[src/hw/rtl/tfd_pkg.sv]
// Shared types and constants of the trace frame deformatter.
package tfd_pkg;

	localparam int NUM_CHANNELS = 4;

	localparam int WORD_W  = 32;
	localparam int BYTE_W  = 8;
	localparam int ID_W    = 7;
	localparam int CHAN_W  = 2;
	localparam int FRAME_W = 4 * WORD_W;

	localparam logic [WORD_W-1:0] ALL_ONES = '1;
	localparam logic [ID_W-1:0]   ID_RESET = ID_W'(5);

	// frame and result queues are both two deep
	localparam int Q_DEPTH = 2;
	localparam int Q_PTR_W = 1;
	localparam int Q_CNT_W = 2;

	typedef logic [FRAME_W-1:0] frame_t;

	typedef enum logic [1:0] {
		KIND_DATA     = 2'd0,
		KIND_ID_ZERO  = 2'd1,
		KIND_ID_OTHER = 2'd2,
		KIND_FAULT    = 2'd3
	} kind_t;

	typedef struct packed {
		kind_t              kind;
		logic [BYTE_W-1:0]  data_byte;
		logic [CHAN_W-1:0]  channel;
		logic [ID_W-1:0]    source_id;
		logic               last;
	} res_t;

endpackage

[src/hw/rtl/trace_frame_deformatter_core.sv]
// Top level of the trace frame deformatter.
// Takes 32-bit trace FIFO words, skips all-ones filler words, and turns every
// four kept words into a 16-byte frame whose data bytes come out one result
// per request, tagged with kind, channel and source ID; the last result of a
// frame has last set. An auxiliary fault (ID change in slot 7 with its aux bit
// set) gives one fault result and then all further words are ignored until
// reset. Words are taken one per cycle while the two-entry frame queue has
// room. The back-end sequencer takes one frame at a time, the next only after
// the last result of the current one, and emits at most one result per cycle
// while the result queue has room; results leave through a two-entry queue.
module trace_frame_deformatter_core (
	input  logic                        clk,
	input  logic                        arst_n,
	input  logic                        push,
	output logic                        full,
	input  logic [tfd_pkg::WORD_W-1:0]  word,
	output logic                        empty,
	input  logic                        pop,
	output logic [1:0]                  kind,
	output logic [tfd_pkg::BYTE_W-1:0]  data_byte,
	output logic [tfd_pkg::CHAN_W-1:0]  channel,
	output logic [tfd_pkg::ID_W-1:0]    source_id,
	output logic                        last
);
	import tfd_pkg::*;

	logic   fq_push, fq_pop, fq_full, fq_empty;
	frame_t fq_wr_frame, fq_rd_frame;
	logic   oq_push, oq_full;
	res_t   oq_wr_res, oq_rd_res;

	assign full = fq_full;

	tfd_front u_front (
		.clk      (clk),
		.arst_n   (arst_n),
		.push     (push),
		.word     (word),
		.fq_full  (fq_full),
		.fq_push  (fq_push),
		.fq_frame (fq_wr_frame)
	);

	tfd_frame_q u_frame_q (
		.clk      (clk),
		.arst_n   (arst_n),
		.push     (fq_push),
		.wr_frame (fq_wr_frame),
		.pop      (fq_pop),
		.full     (fq_full),
		.empty    (fq_empty),
		.rd_frame (fq_rd_frame)
	);

	tfd_back u_back (
		.clk      (clk),
		.arst_n   (arst_n),
		.fq_empty (fq_empty),
		.fq_frame (fq_rd_frame),
		.fq_pop   (fq_pop),
		.oq_full  (oq_full),
		.oq_push  (oq_push),
		.oq_res   (oq_wr_res)
	);

	tfd_out_q u_out_q (
		.clk    (clk),
		.arst_n (arst_n),
		.push   (oq_push),
		.wr_res (oq_wr_res),
		.pop    (pop),
		.full   (oq_full),
		.empty  (empty),
		.rd_res (oq_rd_res)
	);

	assign kind      = oq_rd_res.kind;
	assign data_byte = oq_rd_res.data_byte;
	assign channel   = oq_rd_res.channel;
	assign source_id = oq_rd_res.source_id;
	assign last      = oq_rd_res.last;

endmodule

[src/hw/rtl/tfd_front.sv]
// Front end: drops filler words, assembles 16-byte frames, flags aux faults.
module tfd_front (
	input  logic                   clk,
	input  logic                   arst_n,
	input  logic                   push,
	input  logic [tfd_pkg::WORD_W-1:0] word,
	input  logic                   fq_full,
	output logic                   fq_push,
	output tfd_pkg::frame_t        fq_frame
);
	import tfd_pkg::*;

	logic [WORD_W-1:0] frame_words_q [3];
	logic [1:0]        word_cnt_q;
	logic              stuck_q;
	logic              keep;
	logic              fault_frame;

	assign keep     = push && !fq_full && !stuck_q && (word != ALL_ONES);
	assign fq_push  = keep && (word_cnt_q == 2'd3);
	assign fq_frame = {word, frame_words_q[2], frame_words_q[1], frame_words_q[0]};
	// ID change in slot 7 with aux bit 7 set
	assign fault_frame = fq_frame[112] && fq_frame[127];

	always_ff @(posedge clk or negedge arst_n) begin
		if (!arst_n) begin
			word_cnt_q <= 2'd0;
			stuck_q    <= 1'b0;
		end else if (keep) begin
			word_cnt_q <= word_cnt_q + 2'd1;
			if (fq_push && fault_frame) begin
				stuck_q <= 1'b1;
			end
		end
	end

	always_ff @(posedge clk) begin
		if (keep && word_cnt_q != 2'd3) begin
			frame_words_q[word_cnt_q] <= word;
		end
	end

	a_stuck_holds: assert property (@(posedge clk) disable iff (!arst_n)
		!$fell(stuck_q)) else $error("fault stuck flag cleared without reset");
	a_no_push_stuck: assert property (@(posedge clk) disable iff (!arst_n)
		stuck_q |-> !fq_push) else $error("frame pushed while stuck");
	a_push_space: assert property (@(posedge clk) disable iff (!arst_n)
		fq_push |-> !fq_full) else $error("frame pushed into full queue");

endmodule

[src/hw/rtl/tfd_frame_q.sv]
// Two-entry frame queue between front and back ends.
module tfd_frame_q (
	input  logic            clk,
	input  logic            arst_n,
	input  logic            push,
	input  tfd_pkg::frame_t wr_frame,
	input  logic            pop,
	output logic            full,
	output logic            empty,
	output tfd_pkg::frame_t rd_frame
);
	import tfd_pkg::*;

	frame_t               mem_q [Q_DEPTH];
	logic [Q_PTR_W-1:0]   wr_ptr_q;
	logic [Q_PTR_W-1:0]   rd_ptr_q;
	logic [Q_CNT_W-1:0]   cnt_q;
	logic                 do_push;
	logic                 do_pop;

	assign full     = (cnt_q == Q_CNT_W'(Q_DEPTH));
	assign empty    = (cnt_q == '0);
	assign do_push  = push && !full;
	assign do_pop   = pop && !empty;
	assign rd_frame = mem_q[rd_ptr_q];

	always_ff @(posedge clk or negedge arst_n) begin
		if (!arst_n) begin
			wr_ptr_q <= '0;
			rd_ptr_q <= '0;
			cnt_q    <= '0;
		end else begin
			if (do_push) wr_ptr_q <= wr_ptr_q + 1'b1;
			if (do_pop)  rd_ptr_q <= rd_ptr_q + 1'b1;
			cnt_q <= cnt_q + Q_CNT_W'(do_push) - Q_CNT_W'(do_pop);
		end
	end

	always_ff @(posedge clk) begin
		if (do_push) begin
			mem_q[wr_ptr_q] <= wr_frame;
		end
	end

	a_cnt_range: assert property (@(posedge clk) disable iff (!arst_n)
		cnt_q <= Q_CNT_W'(Q_DEPTH)) else $error("frame queue overflow");
	a_ptr_cnt: assert property (@(posedge clk) disable iff (!arst_n)
		(cnt_q == '0 || cnt_q == Q_CNT_W'(Q_DEPTH)) |-> (wr_ptr_q == rd_ptr_q))
		else $error("frame queue pointers disagree with count");

endmodule

[src/hw/rtl/tfd_back.sv]
// Back end: walks a frame slot by slot, one result per cycle while the result queue has room, tracks source ID.
module tfd_back (
	input  logic            clk,
	input  logic            arst_n,
	input  logic            fq_empty,
	input  tfd_pkg::frame_t fq_frame,
	output logic            fq_pop,
	input  logic            oq_full,
	output logic            oq_push,
	output tfd_pkg::res_t   oq_res
);
	import tfd_pkg::*;

	typedef enum logic [2:0] {
		ST_IDLE = 3'b001,
		ST_EVEN = 3'b010,
		ST_ODD  = 3'b100
	} state_t;

	state_t            state_q, state_d;
	frame_t            frame_q;
	logic [2:0]        slot_q, slot_d;
	logic [ID_W-1:0]   id_q, id_d;

	logic [6:0]        base;
	logic [BYTE_W-1:0] ev, od, ev7, aux;
	logic              ab, chg, skip7, go, end_slot;
	logic [ID_W-1:0]   emit_id;
	logic [BYTE_W-1:0] emit_data;
	logic              emit_fault, emit_last;

	assign base  = {slot_q, 4'd0};
	assign ev    = frame_q[base +: BYTE_W];
	assign od    = frame_q[(base + 7'd8) +: BYTE_W];
	assign aux   = frame_q[127:120];
	assign ev7   = frame_q[119:112];
	assign ab    = aux[slot_q];
	assign chg   = ev[0];
	// slot 7 with an ID change and clear aux yields no result
	assign skip7 = ev7[0] && !aux[7];
	assign go    = !oq_full;

	assign fq_pop = (state_q == ST_IDLE) && !fq_empty;

	always_comb begin
		state_d    = state_q;
		slot_d     = slot_q;
		id_d       = id_q;
		oq_push    = 1'b0;
		emit_id    = id_q;
		emit_data  = od;
		emit_fault = 1'b0;
		emit_last  = 1'b0;
		end_slot   = 1'b0;
		unique case (state_q)
			ST_IDLE: begin
				if (!fq_empty) begin
					state_d = ST_EVEN;
					slot_d  = 3'd0;
				end
			end
			ST_EVEN: begin
				if (go) begin
					oq_push = 1'b1;
					if (chg && ab && slot_q == 3'd7) begin
						emit_fault = 1'b1;
						emit_data  = '0;
						emit_last  = 1'b1;
						state_d    = ST_IDLE;
					end else if (chg) begin
						emit_id  = ab ? id_q : ev[7:1];
						id_d     = ev[7:1];
						end_slot = 1'b1;
					end else begin
						emit_data = {ev[7:1], ab};
						if (slot_q == 3'd7) begin
							emit_last = 1'b1;
							state_d   = ST_IDLE;
						end else begin
							state_d = ST_ODD;
						end
					end
				end
			end
			ST_ODD: begin
				if (go) begin
					oq_push  = 1'b1;
					end_slot = 1'b1;
				end
			end
			default: begin
				state_d = ST_IDLE;
			end
		endcase
		if (end_slot) begin
			if (slot_q == 3'd6 && skip7) begin
				emit_last = 1'b1;
				id_d      = ev7[7:1];
				state_d   = ST_IDLE;
			end else begin
				slot_d  = slot_q + 3'd1;
				state_d = ST_EVEN;
			end
		end
	end

	always_comb begin
		oq_res.data_byte = emit_data;
		oq_res.source_id = emit_id;
		oq_res.last      = emit_last;
		oq_res.channel   = '0;
		if (emit_fault) begin
			oq_res.kind = KIND_FAULT;
		end else if (emit_id == '0) begin
			oq_res.kind = KIND_ID_ZERO;
		end else if (emit_id <= ID_W'(NUM_CHANNELS)) begin
			oq_res.kind    = KIND_DATA;
			oq_res.channel = CHAN_W'(emit_id - ID_W'(1));
		end else begin
			oq_res.kind = KIND_ID_OTHER;
		end
	end

	always_ff @(posedge clk or negedge arst_n) begin
		if (!arst_n) begin
			state_q <= ST_IDLE;
			slot_q  <= '0;
			id_q    <= ID_RESET;
		end else begin
			state_q <= state_d;
			slot_q  <= slot_d;
			id_q    <= id_d;
		end
	end

	always_ff @(posedge clk) begin
		if (fq_pop) begin
			frame_q <= fq_frame;
		end
	end

	a_push_space: assert property (@(posedge clk) disable iff (!arst_n)
		oq_push |-> !oq_full) else $error("result pushed into full queue");
	a_fault_last: assert property (@(posedge clk) disable iff (!arst_n)
		(oq_push && oq_res.kind == KIND_FAULT) |-> oq_res.last)
		else $error("fault result not marked last");
	a_last_ends: assert property (@(posedge clk) disable iff (!arst_n)
		(oq_push && oq_res.last) |=> (state_q == ST_IDLE))
		else $error("sequencer kept running after last result");
	a_pop_idle: assert property (@(posedge clk) disable iff (!arst_n)
		fq_pop |=> (state_q == ST_EVEN && slot_q == 3'd0))
		else $error("frame load did not start at slot 0");

endmodule

[src/hw/rtl/tfd_out_q.sv]
// Two-entry result queue that drives the output ports.
module tfd_out_q (
	input  logic          clk,
	input  logic          arst_n,
	input  logic          push,
	input  tfd_pkg::res_t wr_res,
	input  logic          pop,
	output logic          full,
	output logic          empty,
	output tfd_pkg::res_t rd_res
);
	import tfd_pkg::*;

	res_t                 mem_q [Q_DEPTH];
	logic [Q_PTR_W-1:0]   wr_ptr_q;
	logic [Q_PTR_W-1:0]   rd_ptr_q;
	logic [Q_CNT_W-1:0]   cnt_q;
	logic                 do_push;
	logic                 do_pop;

	assign full    = (cnt_q == Q_CNT_W'(Q_DEPTH));
	assign empty   = (cnt_q == '0);
	assign do_push = push && !full;
	assign do_pop  = pop && !empty;
	assign rd_res  = mem_q[rd_ptr_q];

	always_ff @(posedge clk or negedge arst_n) begin
		if (!arst_n) begin
			wr_ptr_q <= '0;
			rd_ptr_q <= '0;
			cnt_q    <= '0;
		end else begin
			if (do_push) wr_ptr_q <= wr_ptr_q + 1'b1;
			if (do_pop)  rd_ptr_q <= rd_ptr_q + 1'b1;
			cnt_q <= cnt_q + Q_CNT_W'(do_push) - Q_CNT_W'(do_pop);
		end
	end

	always_ff @(posedge clk) begin
		if (do_push) begin
			mem_q[wr_ptr_q] <= wr_res;
		end
	end

	a_cnt_range: assert property (@(posedge clk) disable iff (!arst_n)
		cnt_q <= Q_CNT_W'(Q_DEPTH)) else $error("result queue overflow");
	a_pop_count: assert property (@(posedge clk) disable iff (!arst_n)
		(do_pop && !do_push) |=> (cnt_q == $past(cnt_q) - Q_CNT_W'(1)))
		else $error("result queue count did not drop on pop");

endmodule

[config.mk]
export PLATFORM = sky130hd
export DESIGN_NAME = trace_frame_deformatter_core
export DESIGN_NICKNAME = d
export VERILOG_FILES = /design/src/hw/rtl/tfd_pkg.sv /design/src/hw/rtl/trace_frame_deformatter_core.sv /design/src/hw/rtl/tfd_front.sv /design/src/hw/rtl/tfd_frame_q.sv /design/src/hw/rtl/tfd_back.sv /design/src/hw/rtl/tfd_out_q.sv
export SDC_FILE = /design/constraint.sdc
export NUM_CORES = 1
export LEC_CHECK = 0
export BUFFER_PORTS_ARGS = -buffer_cell sky130_fd_sc_hd__clkbuf_2
export CAP_MARGIN = 0
export CORE_ASPECT_RATIO = 0.7
export CORE_MARGIN = 2
export CORE_UTILIZATION = 60
export CTS_CLUSTER_SIZE = 25
export DETAILED_ROUTE_END_ITERATION = 8
export GPL_ROUTABILITY_DRIVEN = 0
export GPL_TIMING_DRIVEN = 1
export HOLD_SLACK_MARGIN = 0.03
export PLACE_DENSITY = 0.88
export SLEW_MARGIN = 20
export SYNTH_ARGS = -nofsm -noshare
export SYNTH_HDL_FRONTEND = slang
export SYNTH_SLANG_ARGS = --single-unit
[constraint.sdc]
create_clock -name clk -period 23 [get_ports clk]
set_input_delay 5.75 -clock clk [delete_from_list [all_inputs] [get_ports clk]]
set_output_delay 5.75 -clock clk [all_outputs]
set_load 0.01 [all_outputs]
==> results.json, run 1 <==
{
  "status": "finished, final reports clean",
  "power.combinational.fraction_pct": 21.3,
  "synth.ff_latch_count": 544,
  "achievable-frequency_mhz": 120,
  "route.detailed.vias_per_inst": 6.23,
  "maxCapViolations": 0,
  "die_height_um": 158,
  "postRouteWirelength_um": 39100,
  "fin_area_um2": 22500,
  "worstSetupPathType": "input port to flip-flop",
  "ant_nets": 0,
  "finish.net_count": 1100,
  "cts.path.max_buffers": 3,
  "post_synth.cell_area_avg_um2": 20.9,
  "io_buffers": 57,
  "global_route.usage.met2_pct": 34.7,
  "critical_path_peak_fanout": 69,
  "timing.critical_path.buf_inv": 3,
  "synth_flop_cell": "edfxtp_1",
  "insertedDiodeCount": 0,
  "final_min_period_over_clock_period_pct": 36.1,
  "placedInstanceArea_um2": 21000,
  "hold_path.class": "flip-flop to flip-flop",
  "clock_tree.htree_level_count": 2,
  "yosysWarningCount": 0,
  "power-per-cell-area_nw_per_um2": 128,
  "cellLeakagePower_nw": 7.48,
  "final.min_clock_period_ps": 8310,
  "root_buffer": "clkbuf_16",
  "total_switching_power_mw": 0.821,
  "setup.worst_path.end_class": "flip-flop",
  "post_synthesis_net_count": 1016,
  "dieWidth_um": 223,
  "layout-drive-gt1-share_pct": 31.3,
  "grt_busiest_layer": "met2",
  "timing.critical_path.slowest_cell_delay_ps": 840,
  "critPathRequiredTime_ps": 23200,
  "finalSetupViolations": 0,
  "cts_tree": "yes",
  "r2r_worst_path_depth": 10,
  "cts.hold.buffers_added": 0,
  "clock_sink_count": 544,
  "cp_common_cell": "buf_4",
  "grt_use_met3_pct": 5.44,
  "report.final.slew_viol_count": 0,
  "cts_setup_buffers": 0,
  "drc": 0,
  "synth_seq_area_share_pct": 80.2,
  "arrival_time_of_data_at_the_critical_path_endpoint_ps": 8510,
  "synth_enable_flop_cells": 520,
  "max-slew-margin-rel_pct": 28.4,
  "boundaryPins": 58,
  "insertion_delay_ps": 580,
  "largest_net_degree_at_the_start_of_global_routing": 75,
  "fp.dieArea_um2": 35200,
  "worstMarginPinSlew_ps": 1070,
  "power.sequential.fraction_pct": 52.0,
  "synth_top_area_share_pct": 77.2,
  "grt_use_met1_pct": 33.0,
  "synthCells": 968,
  "rr_endpoint": "u_out_q.mem_q[1][9]$_DFFE_PP_",
  "detail_route.iter0.violations": 1052,
  "vdd_drop_max_v": 0.000101,
  "post_synth_top_area_cell": "edfxtp_1",
  "cellInternalPower_mw": 2.05,
  "area.growth.synth_to_final_pct": 11.2,
  "grt_usage_pct": 22.8,
  "rows": 56,
  "setup_tns_ps": 0,
  "asr_flop_ratio_synth_pct": 4.41,
  "first_pass_iters": 5,
  "ys_top_cells_by_area": "edfxtp_1 77%, mux2_2 8.5%, mux4_2 3.6%",
  "clock_power_share_pct": 26.7,
  "rsz_0062_raised_after_global_routing": "no",
  "most_common_cell_after_layout_fill_and_taps_aside": "edfxtp_1",
  "most-common-layout-cells": "520 x edfxtp_1, 153 x mux2_2, 57 x clkbuf_2",
  "min_delay_path_depth": 0,
  "route.vias.total": 9482,
  "timing.critical_path.max_delay_family": "buffers and inverters",
  "grt_first_pass_wirelength_um": 58300,
  "floorplan.core_area_um2": 33400,
  "sw_frac_of_total_pct": 28.6,
  "grt_overflow_total": 0,
  "hold-path-endpoint": "u_frame_q.mem_q[1][18]$_DFFE_PP_",
  "cp-start-kind": "input port",
  "num-fill-cells": 1940,
  "clkSlewWorstSetupHoldPaths_ps": 60,
  "hold_start": "u_front.frame_words_q[0][18]$_DFFE_PP_",
  "route.detailed.wl_per_inst_um": 25.7,
  "grt_pass1_vias": 9465,
  "antenna_violations_before_repair": 2,
  "syn_area_um2": 20200,
  "r2r-start": "u_back.slot_q[0]$_DFF_PN0_",
  "cp_slowest_cell": "and3_4",
  "cts_buffers": 46,
  "finClkSkew_ps": 40.0,
  "place.detailed.hpwl_um": 22700,
  "setup.reg_to_reg.worst_slack_ps": 18380,
  "cp_cell_sequence": "clkbuf_2, nand4_1, nor4_1, a2111oi_0, buf_4, and3_4, buf_4",
  "floorplan.initialDensity_pct": 60.7,
  "cts_repair_resize_count": 0,
  "hold_violations": 0,
  "unique_cell_type_count_in_the_yosys_netlist": 57
}
-- metrics by stage --
stage               total power, mW  setup slack, ps  util [%]  instances  hold slack (ps)
floorplan                      1.90             9650         -        968              421
finish                         2.87            14690      67.5       1523              445
global placement               2.07            14050      63.0       1439              422
CTS                            2.88            14630      67.5       1523              447
detailed placement             2.11            14070      63.0       1439              431
global route                   2.98            14430      67.5       1523              460
-- worst reg2reg max path, delay by kind of cell, from the launching register on --
kind                     cells  cell delay [ps]
buffers and inverters        2              580
flip-flops                   1              760
AND/OR/NAND/NOR              4             1830
adder cells (fa/ha/maj)      1              190
multiplexers                 2              540
AO/OA/AOI/OAI                1              450
-- sequential cells by signal (all words and copies together) (netlist names) --
name,count
u_frame_q.mem_q,256
u_back.frame_q,128
u_front.frame_words_q,96
u_out_q.mem_q,40
u_back.id_q,7
u_back.slot_q,3
u_back.state_q,3
u_frame_q.cnt_q,2
u_front.word_cnt_q,2
u_out_q.cnt_q,2
u_frame_q.rd_ptr_q,1
u_frame_q.wr_ptr_q,1
u_front.stuck_q,1
u_out_q.rd_ptr_q,1
u_out_q.wr_ptr_q,1
-- layer usage --
layer  wire, µm  vias to the layer above
met5         24                        -
met4       1280                        4
met3       3590                      104
met2      17700                      498
met1      16500                     4833
li1           -                     4043
-- cell families (layout without fill, tap and decap cells) --
kind of cell,count (synthesis),in the layout,share of synthesized area [%]
XOR/XNOR,9,9,0.390
AND/OR/NAND/NOR,95,95,2.54
multiplexers,209,209,13.4
flip-flops,544,544,80.2
AO/OA/AOI/OAI,50,50,1.72
adder cells (fa/ha/maj),12,12,0.742
buffers and inverters,49,169,1.02
-- worst max-delay path by stage --
| stage | endpoint | startpoint | slack, ps | cells past startpoint |
|---|---|---|---|---|
| global placement | u_frame_q.mem_q[1][28]$_DFFE_PP_ | word[3] | 14050 | 7 |
| global route | u_frame_q.mem_q[1][20]$_DFFE_PP_ | word[4] | 14430 | 7 |
| CTS | u_frame_q.mem_q[1][20]$_DFFE_PP_ | word[4] | 14630 | 7 |
| floorplan | u_frame_q.mem_q[0][0]$_DFFE_PP_ | word[4] | 9650 | 5 |
| detailed placement | u_frame_q.mem_q[1][28]$_DFFE_PP_ | word[4] | 14070 | 7 |
| finish | u_frame_q.mem_q[1][28]$_DFFE_PP_ | word[4] | 14690 | 7 |
-- cell type report --
| class | instances | area (µm²) | share of cell area, % |
|---|---|---|---|
| clock inverter | 24 | 258 | 1.15 |
| multi-input combinational | 375 | 3820 | 17.0 |
| timing repair buffer | 67 | 360 | 1.60 |
| tap | 435 | 544 | 2.42 |
| sequential | 544 | 16200 | 72.1 |
| inverter | 18 | 70.1 | 0.311 |
| clock buffer | 60 | 1220 | 5.44 |
-- cells in the mapped netlist (6+ instances only) --
master / n
inv_1: 18
xnor2_1: 6
mux4_2: 32
a21oi_1: 6
nand2_1: 21
nor2_1: 19
dfrtp_1: 21
clkbuf_1: 20
mux2i_1: 16
buf_2: 6
nor2b_1: 8
edfxtp_1: 520
o22ai_1: 6
o21ai_0: 9
nand4_1: 9
ha_1: 12
mux2_2: 153
-- power by group through the flow --
stage | Combinational, mW | Clock [mW] | Sequential (mW)
after global routing | 0.655 | 0.810 | 1.51
after CTS | 0.612 | 0.775 | 1.49
final | 0.613 | 0.767 | 1.49
after floorplan | 0.451 | 0 | 1.45
after global placement | 0.581 | 0 | 1.49
after detailed placement | 0.601 | 0 | 1.51
Note: power is estimated with default switching activity, not from simulation.
==> run 2: changes to the inputs <==
==> constraint.sdc (replaced) <==
create_clock -name clk -period 8.6 [get_ports clk]
set_input_delay 2.15 -clock clk [delete_from_list [all_inputs] [get_ports clk]]
set_output_delay 2.15 -clock clk [all_outputs]
set_load 0.01 [all_outputs]
==> results.json, run 2 (synthesis results as in run 1) <==
{
  "area.growth.synth_to_final_pct": 11.3,
  "most_common_cell_after_layout_fill_and_taps_aside": "edfxtp_1",
  "critPathRequiredTime_ps": 8790,
  "root_buffer": "clkbuf_16",
  "fp.dieArea_um2": 35200,
  "clock_sink_count": 544,
  "insertedDiodeCount": 0,
  "place.detailed.hpwl_um": 22700,
  "grt_usage_pct": 22.9,
  "largest_register_ff_count": 256,
  "finalSetupViolations": 0,
  "vdd_drop_max_v": 0.000212,
  "max-slew-margin-rel_pct": 26.7,
  "route.detailed.wl_per_inst_um": 26.1,
  "cts_setup_buffers": 0,
  "finClkSkew_ps": 19.5,
  "route.detailed.vias_per_inst": 6.27,
  "arrival_time_of_data_at_the_critical_path_endpoint_ps": 5200,
  "rows": 56,
  "cts_tree": "yes",
  "grt_use_met3_pct": 4.75,
  "io_buffers": 57,
  "total_switching_power_mw": 2.23,
  "power.sequential.fraction_pct": 51.6,
  "grt_busiest_layer": "met2",
  "fin_area_um2": 22500,
  "report.final.slew_viol_count": 0,
  "detail_route.iter0.violations": 1226,
  "largest_register": "u_frame_q.mem_q",
  "boundaryPins": 58,
  "grt_first_pass_wirelength_um": 58700,
  "dpl.cell_count": 1438,
  "clock_tree.htree_level_count": 2,
  "sw_frac_of_total_pct": 28.9,
  "layout-drive-gt1-share_pct": 31.4,
  "hold_violations": 0,
  "finish.net_count": 1101,
  "timing.critical_path.slowest_cell_delay_ps": 990,
  "setup.worst_path.end_class": "flip-flop",
  "cts_buffers": 47,
  "cp_cell_sequence": "clkbuf_2, nand4_1, nor4_1, a2111oi_2, and3_4, buf_4",
  "largestRegisters": "u_frame_q.mem_q (256), u_back.frame_q (128), u_front.frame_words_q (96)",
  "cp-start-kind": "input port",
  "power-per-cell-area_nw_per_um2": 343,
  "layout.cells.non_filler": 1524,
  "power.combinational.fraction_pct": 21.8,
  "final.min_clock_period_ps": 5010,
  "setup_tns_ps": 0,
  "die_height_um": 158,
  "num-fill-cells": 1965,
  "route.vias.total": 9559,
  "cp_slowest_cell": "and3_4",
  "hold_path.class": "flip-flop to flip-flop",
  "status": "finished, final reports clean",
  "insertion_delay_ps": 570,
  "ant_nets": 0,
  "worstSetupPathType": "input port to flip-flop",
  "clock_power_share_pct": 26.5,
  "floorplan.initialDensity_pct": 60.7,
  "dieWidth_um": 223,
  "cellInternalPower_mw": 5.49,
  "cts_repair_resize_count": 0,
  "clkSlewWorstSetupHoldPaths_ps": 60,
  "grt_overflow_total": 0,
  "worstMarginPinSlew_ps": 1100,
  "achievable-frequency_mhz": 199,
  "timing.hold.ws_ps": 445,
  "final_min_period_over_clock_period_pct": 58.3,
  "drc": 0,
  "global_route.usage.met2_pct": 36.1,
  "rsz_0062_raised_after_global_routing": "no",
  "floorplan.core_area_um2": 33400,
  "antenna_violations_before_repair": 0,
  "placedInstanceArea_um2": 21000,
  "cellLeakagePower_nw": 7.48,
  "critical_path_peak_fanout": 71,
  "cts.path.max_buffers": 3,
  "grt_pass1_vias": 9419,
  "most-common-layout-cells": "520 x edfxtp_1, 153 x mux2_2, 57 x clkbuf_2",
  "grt_use_met1_pct": 33.5,
  "maxCapViolations": 0,
  "largest_net_degree_at_the_start_of_global_routing": 88,
  "cts.hold.buffers_added": 0,
  "postRouteWirelength_um": 39800,
  "first_pass_iters": 6
}
==> run 2: power groups by stage <==
stage	clock network, mW	logic [mW]	registers, mW
final	2.05	1.69	3.98
after global routing	2.16	1.79	4.02
after CTS	2.07	1.67	3.98
after detailed placement	0	1.63	4.01
after global placement	0	1.57	3.96
after floorplan	0	1.21	3.87
==> run 2: cell type report <==
type                            instances  area [µm²]  area share, %
Tap cell                              435         544           2.42
Timing Repair Buffer                   67         384           1.71
Clock buffer                           66        1280           5.67
Clock inverter                         19         196          0.872
Sequential cell                       544       16200           72.0
Multi-Input combinational cell        375        3830           17.0
Inverter                               18        70.1          0.311
==> run 2: path summary, 6_finish.rpt <==
check	from	end	slack (ps)	cells past startpoint
worst min register to register	u_front.frame_words_q[1][29]$_DFFE_PP_	u_frame_q.mem_q[1][61]$_DFFE_PP_	440	0
max in group asynchronous	arst_n	u_frame_q.rd_ptr_q$_DFFE_PN0P_	6530	1
worst max-delay path	word[9]	u_frame_q.mem_q[1][10]$_DFFE_PP_	3590	6
worst max register to register	u_back.slot_q[1]$_DFF_PN0_	u_out_q.mem_q[1][8]$_DFFE_PP_	4140	10
min in group asynchronous	arst_n	u_out_q.cnt_q[1]$_DFF_PN0_	1600	1
worst min-delay path	u_front.frame_words_q[1][29]$_DFFE_PP_	u_frame_q.mem_q[1][61]$_DFFE_PP_	440	0
==> run 2: through the flow <==
| step | total power [mW] | worst slack [ps] | util (%) |
|---|---|---|---|
| floorplan | 5.07 | 1310 | - |
| global placement | 5.53 | 2720 | 63.0 |
| detailed placement | 5.64 | 2460 | 63.1 |
| CTS | 7.72 | 2900 | 67.5 |
| global route | 7.97 | 3370 | 67.5 |
| finish | 7.72 | 3590 | 67.5 |
==> run 2: worst max-delay path: cells and delay by family <==
kind            cells  cell delay [ps]
simple gates        3             1300
compound gates      1              750
buf+inv             2              920
==> run 2: per-layer routing <==
metal	wire length [µm]	vias up
met3	3400	76
met5	0	-
met2	18800	568
li1	-	4048
met1	16900	4867
met4	775	0
